--- config.mk ---
export PLATFORM = sky130hd
export DESIGN_NAME = ordered_list_table
export DESIGN_NICKNAME = d
export VERILOG_FILES = /design/src/hw/rtl/olt_pkg.sv /design/src/hw/rtl/olt_ram.sv /design/src/hw/rtl/olt_datapath.sv /design/src/hw/rtl/olt_ctrl.sv /design/src/hw/rtl/ordered_list_table.sv
export SDC_FILE = /design/constraint.sdc
export NUM_CORES = 2
export LEC_CHECK = 0
export BUFFER_PORTS_ARGS = -buffer_cell sky130_fd_sc_hd__buf_2
export CORE_MARGIN = 2
export CORE_UTILIZATION = 55
export DETAILED_ROUTE_END_ITERATION = 6
export HOLD_SLACK_MARGIN = 0.12
export PLACE_DENSITY = 0.79
export SLEW_MARGIN = 10
export SYNTH_ARGS = -nofsm -noshare
export SYNTH_HDL_FRONTEND = slang
export SYNTH_SLANG_ARGS = --single-unit
export TNS_END_PERCENT = 50
--- constraint.sdc ---
create_clock -name clock -period 10.85 [get_ports clock]
set_input_delay 0.5425 -clock clock [delete_from_list [all_inputs] [get_ports clock]]
set_output_delay 0.5425 -clock clock [all_outputs]
set_load 0.1 [all_outputs]
--- src/hw/rtl/olt_pkg.sv ---
// Package for the ordered list table: sizes, operation and status codes,
// and the command and status structs between controller and datapath.
// No dependencies.
package olt_pkg;

   localparam int DEPTH       = 64;
   localparam int VALUE_WIDTH = 32;
   localparam int ADDR_W      = $clog2(DEPTH);
   localparam int COUNT_W     = $clog2(DEPTH + 1);

   localparam logic [2:0] OP_APPEND       = 3'd0;
   localparam logic [2:0] OP_REMOVE_VALUE = 3'd1;
   localparam logic [2:0] OP_REMOVE_LAST  = 3'd2;
   localparam logic [2:0] OP_GET_LAST     = 3'd3;
   localparam logic [2:0] OP_INDEX_OF     = 3'd4;
   localparam logic [2:0] OP_COUNT        = 3'd5;

   localparam logic [1:0] ST_OK        = 2'd0;
   localparam logic [1:0] ST_FULL      = 2'd1;
   localparam logic [1:0] ST_NOT_FOUND = 2'd2;
   localparam logic [1:0] ST_EMPTY     = 2'd3;

   typedef struct packed {
      logic       load_req;
      logic       append;
      logic       dec_count;
      logic       scan_issue;
      logic       scan_check;
      logic       last_issue;
      logic       shift_start;
      logic       shift_write;
      logic       finish;
      logic [1:0] status;
   } cmd_type;

   typedef struct packed {
      logic [2:0] op;
      logic       count_zero;
      logic       count_full;
      logic       scan_more;
      logic       chk_vld;
      logic       hit;
   } stat_type;

endpackage

--- src/hw/rtl/olt_ram.sv ---
// Single-port-write, single-port-read RAM with registered read data.
// No dependencies.
module olt_ram #(
   parameter int WIDTH = 32,
   parameter int DEPTH = 64
) (
   input  logic                     clock,
   input  logic                     wr_en,
   input  logic [$clog2(DEPTH)-1:0] wr_addr,
   input  logic [WIDTH-1:0]         wr_data,
   input  logic [$clog2(DEPTH)-1:0] rd_addr,
   output logic [WIDTH-1:0]         rd_data
);

   logic [WIDTH-1:0] mem [DEPTH];
   logic [WIDTH-1:0] rd_data_ff;

   always_ff @(posedge clock) begin
      if (wr_en) begin
         mem[wr_addr] <= wr_data;
      end
      rd_data_ff <= mem[rd_addr];
   end

   assign rd_data = rd_data_ff;

endmodule

--- src/hw/rtl/olt_datapath.sv ---
// Datapath of the ordered list table: entry store, fill count, scan and shift
// pointers, match counter and result registers.
// Depends on olt_pkg and olt_ram.
module olt_datapath (
   input  logic               clock,
   input  logic               reset,
   input  logic [2:0]         req_operation,
   input  logic [31:0]        req_item_value,
   input  olt_pkg::cmd_type   cmd,
   output olt_pkg::stat_type  stat,
   output logic               rsp_strobe,
   output logic [1:0]         rsp_status,
   output logic [5:0]         rsp_position,
   output logic [6:0]         rsp_match_count,
   output logic [31:0]        rsp_last_value,
   output logic [6:0]         rsp_fill_level
);

   logic [olt_pkg::COUNT_W-1:0]     count_ff, count_in, count_less;
   logic [2:0]                      op_ff;
   logic [olt_pkg::VALUE_WIDTH-1:0] value_ff;
   logic [olt_pkg::COUNT_W-1:0]     rd_idx_ff;
   logic [olt_pkg::ADDR_W-1:0]      chk_idx_ff;
   logic                            chk_vld_ff;
   logic [olt_pkg::ADDR_W-1:0]      wr_idx_ff;
   logic [olt_pkg::COUNT_W-1:0]     match_cnt_ff;
   logic                            hit;

   logic                            ram_wr_en;
   logic [olt_pkg::ADDR_W-1:0]      ram_wr_addr, ram_rd_addr;
   logic [olt_pkg::VALUE_WIDTH-1:0] ram_wr_data, ram_rd_data;

   logic                            rsp_strobe_ff;
   logic [1:0]                      rsp_status_ff;
   logic [5:0]                      rsp_position_ff;
   logic [6:0]                      rsp_match_count_ff;
   logic [31:0]                     rsp_last_value_ff;
   logic [6:0]                      rsp_fill_level_ff;

   assign count_less = count_ff - olt_pkg::COUNT_W'(1);
   assign hit        = chk_vld_ff && (ram_rd_data == value_ff);

   always_comb begin
      count_in = count_ff;
      if (cmd.append) begin
         count_in = count_ff + olt_pkg::COUNT_W'(1);
      end else if (cmd.dec_count) begin
         count_in = count_less;
      end
   end

   assign ram_wr_en   = cmd.append || cmd.shift_write;
   assign ram_wr_addr = cmd.append ? count_ff[olt_pkg::ADDR_W-1:0] : wr_idx_ff;
   assign ram_wr_data = cmd.append ? value_ff : ram_rd_data;
   assign ram_rd_addr = cmd.last_issue ? count_less[olt_pkg::ADDR_W-1:0]
                                       : rd_idx_ff[olt_pkg::ADDR_W-1:0];

   olt_ram #(
      .WIDTH (olt_pkg::VALUE_WIDTH),
      .DEPTH (olt_pkg::DEPTH)
   ) u_store (
      .clock   (clock),
      .wr_en   (ram_wr_en),
      .wr_addr (ram_wr_addr),
      .wr_data (ram_wr_data),
      .rd_addr (ram_rd_addr),
      .rd_data (ram_rd_data)
   );

   always_ff @(posedge clock) begin
      if (reset) begin
         count_ff      <= '0;
         chk_vld_ff    <= 1'b0;
         rsp_strobe_ff <= 1'b0;
      end else begin
         count_ff      <= count_in;
         chk_vld_ff    <= cmd.scan_issue;
         rsp_strobe_ff <= cmd.finish;
      end
   end

   always_ff @(posedge clock) begin
      if (cmd.load_req) begin
         op_ff        <= req_operation;
         value_ff     <= olt_pkg::VALUE_WIDTH'(req_item_value);
         rd_idx_ff    <= '0;
         match_cnt_ff <= '0;
      end
      if (cmd.scan_issue) begin
         rd_idx_ff  <= rd_idx_ff + olt_pkg::COUNT_W'(1);
         chk_idx_ff <= rd_idx_ff[olt_pkg::ADDR_W-1:0];
      end
      if (cmd.scan_check && hit) begin
         match_cnt_ff <= match_cnt_ff + olt_pkg::COUNT_W'(1);
      end
      if (cmd.shift_start) begin
         rd_idx_ff <= olt_pkg::COUNT_W'(chk_idx_ff) + olt_pkg::COUNT_W'(1);
         wr_idx_ff <= chk_idx_ff;
      end
      if (cmd.shift_write) begin
         wr_idx_ff <= wr_idx_ff + olt_pkg::ADDR_W'(1);
      end
      if (cmd.finish) begin
         rsp_status_ff      <= cmd.status;
         rsp_position_ff    <= (op_ff == olt_pkg::OP_INDEX_OF && cmd.status == olt_pkg::ST_OK)
                               ? 6'(chk_idx_ff) : 6'd0;
         rsp_match_count_ff <= (op_ff == olt_pkg::OP_COUNT) ? 7'(match_cnt_ff) : 7'd0;
         rsp_last_value_ff  <= (op_ff == olt_pkg::OP_GET_LAST && cmd.status == olt_pkg::ST_OK)
                               ? 32'(ram_rd_data) : 32'd0;
         rsp_fill_level_ff  <= 7'(count_in);
      end
   end

   assign stat.op         = op_ff;
   assign stat.count_zero = (count_ff == '0);
   assign stat.count_full = (count_ff == olt_pkg::COUNT_W'(olt_pkg::DEPTH));
   assign stat.scan_more  = (rd_idx_ff < count_ff);
   assign stat.chk_vld    = chk_vld_ff;
   assign stat.hit        = hit;

   assign rsp_strobe      = rsp_strobe_ff;
   assign rsp_status      = rsp_status_ff;
   assign rsp_position    = rsp_position_ff;
   assign rsp_match_count = rsp_match_count_ff;
   assign rsp_last_value  = rsp_last_value_ff;
   assign rsp_fill_level  = rsp_fill_level_ff;

endmodule

--- src/hw/rtl/olt_ctrl.sv ---
// Controller of the ordered list table: sequences dispatch, scan, shift and
// reply, driving the datapath by commands. Depends on olt_pkg.
module olt_ctrl (
   input  logic               clock,
   input  logic               reset,
   input  logic               start,
   output logic               busy,
   input  olt_pkg::stat_type  stat,
   output olt_pkg::cmd_type   cmd
);

   typedef enum logic [2:0] {
      S_IDLE,
      S_DISPATCH,
      S_SCAN,
      S_SHIFT,
      S_REPLY
   } state_type;

   state_type state_ff, state_in;
   logic      stop_on_hit;

   assign stop_on_hit = (stat.op != olt_pkg::OP_COUNT);

   always_comb begin
      cmd      = '0;
      state_in = state_ff;
      unique case (state_ff)
         S_IDLE: begin
            if (start) begin
               cmd.load_req = 1'b1;
               state_in     = S_DISPATCH;
            end
         end
         S_DISPATCH: begin
            unique case (stat.op)
               olt_pkg::OP_APPEND: begin
                  cmd.append = !stat.count_full;
                  cmd.status = stat.count_full ? olt_pkg::ST_FULL : olt_pkg::ST_OK;
                  cmd.finish = 1'b1;
                  state_in   = S_IDLE;
               end
               olt_pkg::OP_REMOVE_LAST: begin
                  cmd.dec_count = !stat.count_zero;
                  cmd.status    = stat.count_zero ? olt_pkg::ST_EMPTY : olt_pkg::ST_OK;
                  cmd.finish    = 1'b1;
                  state_in      = S_IDLE;
               end
               olt_pkg::OP_GET_LAST: begin
                  if (stat.count_zero) begin
                     cmd.status = olt_pkg::ST_EMPTY;
                     cmd.finish = 1'b1;
                     state_in   = S_IDLE;
                  end else begin
                     cmd.last_issue = 1'b1;
                     state_in       = S_REPLY;
                  end
               end
               olt_pkg::OP_REMOVE_VALUE, olt_pkg::OP_INDEX_OF, olt_pkg::OP_COUNT: begin
                  state_in = S_SCAN;
               end
               default: begin
                  cmd.status = olt_pkg::ST_OK;
                  cmd.finish = 1'b1;
                  state_in   = S_IDLE;
               end
            endcase
         end
         S_SCAN: begin
            cmd.scan_check = 1'b1;
            cmd.scan_issue = stat.scan_more && !(stat.hit && stop_on_hit);
            if (stat.hit && stat.op == olt_pkg::OP_INDEX_OF) begin
               cmd.status = olt_pkg::ST_OK;
               cmd.finish = 1'b1;
               state_in   = S_IDLE;
            end else if (stat.hit && stat.op == olt_pkg::OP_REMOVE_VALUE) begin
               cmd.shift_start = 1'b1;
               state_in        = S_SHIFT;
            end else if (!stat.scan_more && !stat.chk_vld) begin
               cmd.status = stop_on_hit ? olt_pkg::ST_NOT_FOUND : olt_pkg::ST_OK;
               cmd.finish = 1'b1;
               state_in   = S_IDLE;
            end
         end
         S_SHIFT: begin
            cmd.scan_issue  = stat.scan_more;
            cmd.shift_write = stat.chk_vld;
            if (!stat.scan_more && !stat.chk_vld) begin
               cmd.dec_count = 1'b1;
               cmd.status    = olt_pkg::ST_OK;
               cmd.finish    = 1'b1;
               state_in      = S_IDLE;
            end
         end
         S_REPLY: begin
            cmd.status = olt_pkg::ST_OK;
            cmd.finish = 1'b1;
            state_in   = S_IDLE;
         end
         default: begin
            state_in = S_IDLE;
         end
      endcase
   end

   always_ff @(posedge clock) begin
      if (reset) begin
         state_ff <= S_IDLE;
      end else begin
         state_ff <= state_in;
      end
   end

   assign busy = (state_ff != S_IDLE);

endmodule

--- src/hw/rtl/ordered_list_table.sv ---
// Ordered list table: an ordered list of up to DEPTH values with append,
// remove, read-last, search and count requests, one result per request.
// Depends on olt_pkg, olt_ctrl and olt_datapath.
//
// Usage:
//   A request (req_operation, req_item_value) is taken at a rising edge with
//   start high and busy low. Its result appears on the rsp_ ports for one
//   cycle, marked by rsp_strobe; the receiver cannot stall and must take it.
//   Steps from the accepting edge to the strobe, by operation:
//     append, remove last, unused codes, empty get last : dispatch only
//     get last                                          : dispatch, read of last entry
//     index of (match at position p)                    : scan up to p
//     index of or remove value without match, count     : scan of all entries
//     remove value (match at p)                         : scan up to p, then
//                                                         shift of the entries after p
//   The scan and the gap-closing shift walk the store through its single
//   read port, one entry per cycle, and the shift carries on from where the
//   scan stopped. busy falls as the strobe rises, so a new request can be
//   taken in the strobe cycle.
//   Reset empties the list at once; store contents are left as they are.
module ordered_list_table (
   input  logic        clock,
   input  logic        reset,
   input  logic        start,
   output logic        busy,
   input  logic [2:0]  req_operation,
   input  logic [31:0] req_item_value,
   output logic        rsp_strobe,
   output logic [1:0]  rsp_status,
   output logic [5:0]  rsp_position,
   output logic [6:0]  rsp_match_count,
   output logic [31:0] rsp_last_value,
   output logic [6:0]  rsp_fill_level
);

   olt_pkg::cmd_type  cmd;
   olt_pkg::stat_type stat;

   olt_ctrl u_ctrl (
      .clock (clock),
      .reset (reset),
      .start (start),
      .busy  (busy),
      .stat  (stat),
      .cmd   (cmd)
   );

   olt_datapath u_datapath (
      .clock           (clock),
      .reset           (reset),
      .req_operation   (req_operation),
      .req_item_value  (req_item_value),
      .cmd             (cmd),
      .stat            (stat),
      .rsp_strobe      (rsp_strobe),
      .rsp_status      (rsp_status),
      .rsp_position    (rsp_position),
      .rsp_match_count (rsp_match_count),
      .rsp_last_value  (rsp_last_value),
      .rsp_fill_level  (rsp_fill_level)
   );

   a_accept_busy: assert property (@(posedge clock) disable iff (reset)
      (start && !busy) |=> busy)
      else $error("request accepted without controller leaving idle");

   a_strobe_single: assert property (@(posedge clock) disable iff (reset)
      rsp_strobe |=> !rsp_strobe)
      else $error("result strobe held for more than one cycle");

   a_full_level: assert property (@(posedge clock) disable iff (reset)
      (rsp_strobe && rsp_status == olt_pkg::ST_FULL) |->
      (rsp_fill_level == 7'(olt_pkg::DEPTH)))
      else $error("full status with list not at capacity");

   a_empty_level: assert property (@(posedge clock) disable iff (reset)
      (rsp_strobe && rsp_status == olt_pkg::ST_EMPTY) |->
      (rsp_fill_level == 7'd0 && rsp_last_value == 32'd0))
      else $error("empty status with entries present or nonzero value");

endmodule
==> summary.md <==
| Metric | Value |
|---|---|
| Final setup viols | 0 |
| Nature of the critical path endpoint | flip-flop |
| Met3 Wirelength | 35980 microns |
| FMAX | 166.1 MHz |
| Via/cell ratio | about 6.7 |
| PostCTS Resize Cnt | 0 |
| Clk root buf | clkbuf_16 |
| Io pins | 94 |
| Worst Path Required | 11490 ps |
| Met2 WL post-DR | 107400 microns |
| Sequential share of the synthesized area | 0.7679 |
| Setup tns final | 0 ps |
| Syn avg cell area | around 16 sq um |
| Worst skew pair latency | 850 ps |
| 1st-pass router iterations | 7 |
| Row cnt | around 140 |
| Worst Max-Slew Pin Slew | 1456 ps |
| Top_reg_cell synth | edfxtp_1 |
| Critical path startpoint category | flip-flop |
| Vias in the first global route | 48770 |
| Hold depth | 2 |
| Port bufs | 93 |
| GPL Wtd Cong | approximately 0.92 |
| GRT Total Usage | 0.2996 |
| R2R setup slack | 4830 ps |
| Post-synth EDFFs | 2163 |
| Fraction of registers with async set/reset | 0 |
| Failing checks | design-rule violations |
| H-Tree Depth | 4 |
| Full die area | ~160000 sq um |
| Max VDD drop | 159.5 uV |
| Worst EP arrival | about 6700 ps |
| Max cap viols | 0 |
| Layout cells sized above 1 | 0.1170 |
| Crit path time final | approximately 6000 ps |
| Uppermost layer routed | met5 |
| Status | finished, violations left |
| Height of the die | 398.8 microns |
| Largest net degree at the start of global routing | 121 |
| Fin. Hold Viols | 0 |
| Hpwl dp | 132000 microns |
| Initial antenna violation count | 21 |
| Drt wl/cell | 31.58 microns |
| Final period utilization | 0.5549 |
| Post-CTS setup buffer count | 0 |
| Post-synth design cell area | 85730 sq um |
| Final non-filler cell area | 96000 sq um |
| Post-Synthesis Cells | 5231 |
| Yosys reg bits | 2207 |
| Synth area leaders | edfxtp_1 76%, mux2i_1 9.0%, nand2_1 2.8% |
| YS warnings | 0 |
| RSZ-0062 raised after global routing | no |
| Routed WL | 241100 microns |
| Slew Limit Headroom | 0.01879 |
| Area grow syn2layout | 11.99% |
| Worst Reg-to-Reg Cells | 13 |
| WHS | 408.5 ps |
| Power Dens Cells | 194.5 nW/um^2 |
| Total power after layout | around 0.019 W |
| First-pass GRT wire length | 340600 microns |
| Crit Path Class | reg2reg |
| Unique masters post-synth | 56 |
| Worst Hold Class | in2reg |
| Synth top area share | 0.7577 |
| Grt total ovfl | 0 |
| Initial DRC Count | 8936 |
| TritonCTS Buffers | 200 |
| DRC | 15 |
| LEAKAGE | 33.40 nW |
| Layout Nets | 5456 |
| Starting Density | 0.5552 |
| Clock skew | 44.31 ps |
| Mapped Nets | 5281 |
| Vias after detailed routing | 50830 |
| Cells after DPL | 7211 |
| Met1 wire length | 82220 microns |
| Core area | 154400 sq um |
| Worst-path clk slew | 60 ps |
| Yosys top cell by area | edfxtp_1 |
| Cell Area, Placed | 89220 sq um |
| CP max FO | 88 |
| Antenna viol nets, final | 0 |
| Max Transition Viols Final | 0 |
| Clk buf depth | 3 |
| Die X | 398.8 microns |
| CTS tree | done |
| Layout Cells excl Fill | 7633 |
| Hold_buf cts | 37 |
| Sinks on Clock Net | 2207 |
[cell families after synthesis]
family,synth area share
flops,0.7679
buf+inv,0.02039
mux,0.09030
fa+ha+maj,0.001751
compound gates,0.04809
simple gates,0.06559
xor+xnor,0.005926
[worst paths after layout]
check | endpoint | startpoint
worst min register to register | u_datapath.rsp_match_count[1]$_SDFFCE_PP0P_ | u_datapath.match_cnt_ff[1]$_SDFFCE_PN0P_
worst max register to register | u_datapath.u_store.rd_data[17]$_DFF_P_ | u_datapath.count_ff[0]$_SDFF_PP0_
worst min-delay path | u_datapath.value_ff[9]$_DFFE_PP_ | req_item_value[9]
worst max-delay path | u_datapath.u_store.rd_data[17]$_DFF_P_ | u_datapath.count_ff[0]$_SDFF_PP0_
[registers in the layout, summed over array words and instances (netlist names), 7 cells and up]
signal / count
u_datapath.u_store.rd_data: 32
u_datapath.u_store.mem: 2048
u_datapath.count_ff: 7
u_datapath.match_cnt_ff: 7
u_datapath.rd_idx_ff: 7
u_datapath.rsp_match_count: 7
u_datapath.rsp_fill_level: 7
u_datapath.rsp_last_value: 32
u_datapath.value_ff: 32
[metal layers]
metal,GRT usage,up-vias
met5,0,-
met4,0.1755,10
met3,0.08641,664
met2,0.4483,4222
met1,0.3929,25120
li1,-,20810
[metrics by stage]
| step | utilization | setup slack, ps |
|---|---|---|
| after global routing | 0.6217 | 4722 |
| after global placement | 0.5778 | 5202 |
| after detailed placement | 0.5778 | 5067 |
| final | 0.6217 | 4830 |
| after CTS | 0.6213 | 5046 |
| after floorplan | - | 5633 |
[cells in the mapped netlist (7+ instances only)]
cell type / instances
and3_1: 34
nand2_1: 649
a32oi_1: 69
o21ai_0: 152
clkbuf_1: 154
nor3_1: 7
nand2b_1: 7
xnor2_1: 52
edfxtp_1: 2163
mux2i_1: 770
nor2_1: 105
a21oi_1: 12
buf_2: 53
and2_1: 42
a31oi_1: 32
nand4b_1: 32
o22ai_1: 265
nand4_1: 103
nand3_1: 214
ha_1: 12
buf_1: 25
a222oi_1: 65
buf_6: 12
inv_1: 26
buf_4: 59
dfxtp_1: 44
nor2b_1: 14
[where the power goes]
part	internal, W	total (W)	switching (W)
logic	0.000369	0.00176	0.00139
registers	0.00990	0.0100	0.000140
clock network	0.00381	0.00687	0.00306
[layout make-up]
cell class / instances / area (sq um)
Antenna cell: 15 / 37.54
Clock buffer: 248 / 5309
Clock inverter: 122 / 1036
Fill cell: 10210 / 58410
Inverter: 26 / 97.59
Multi-Input combinational cell: 2688 / 19030
Sequential cell: 2207 / 65830
Tap cell: 2044 / 2557
Timing Repair Buffer: 283 / 2097
[placed cells by master (no fill, tap or decap), types with 44 or more instances in the layout]
cell	count
buf_2	93
buf_4	144
o22ai_1	263
nand3_1	214
clkinv_1	55
o21ai_0	145
nand2_1	618
dfxtp_1	44
nor2_4	64
a32oi_1	65
mux2i_1	770
edfxtp_1	2163
clkbuf_16	203
a222oi_1	65
xnor2_1	52
nand4_1	103
[critical path, cell delays in order, from the launching register on]
cell and delay, ps:
dfxtp_1 530, inv_1 190, ha_1 320, nor4b_1 190, a211o_1 520, nand2_1 240
a21boi_4 540, buf_12 490, buf_4 780, mux2i_1 290, a222oi_1 120, and3_1 250
a31oi_1 890, nand4b_1 300
Note: power is estimated with default switching activity, not from simulation.
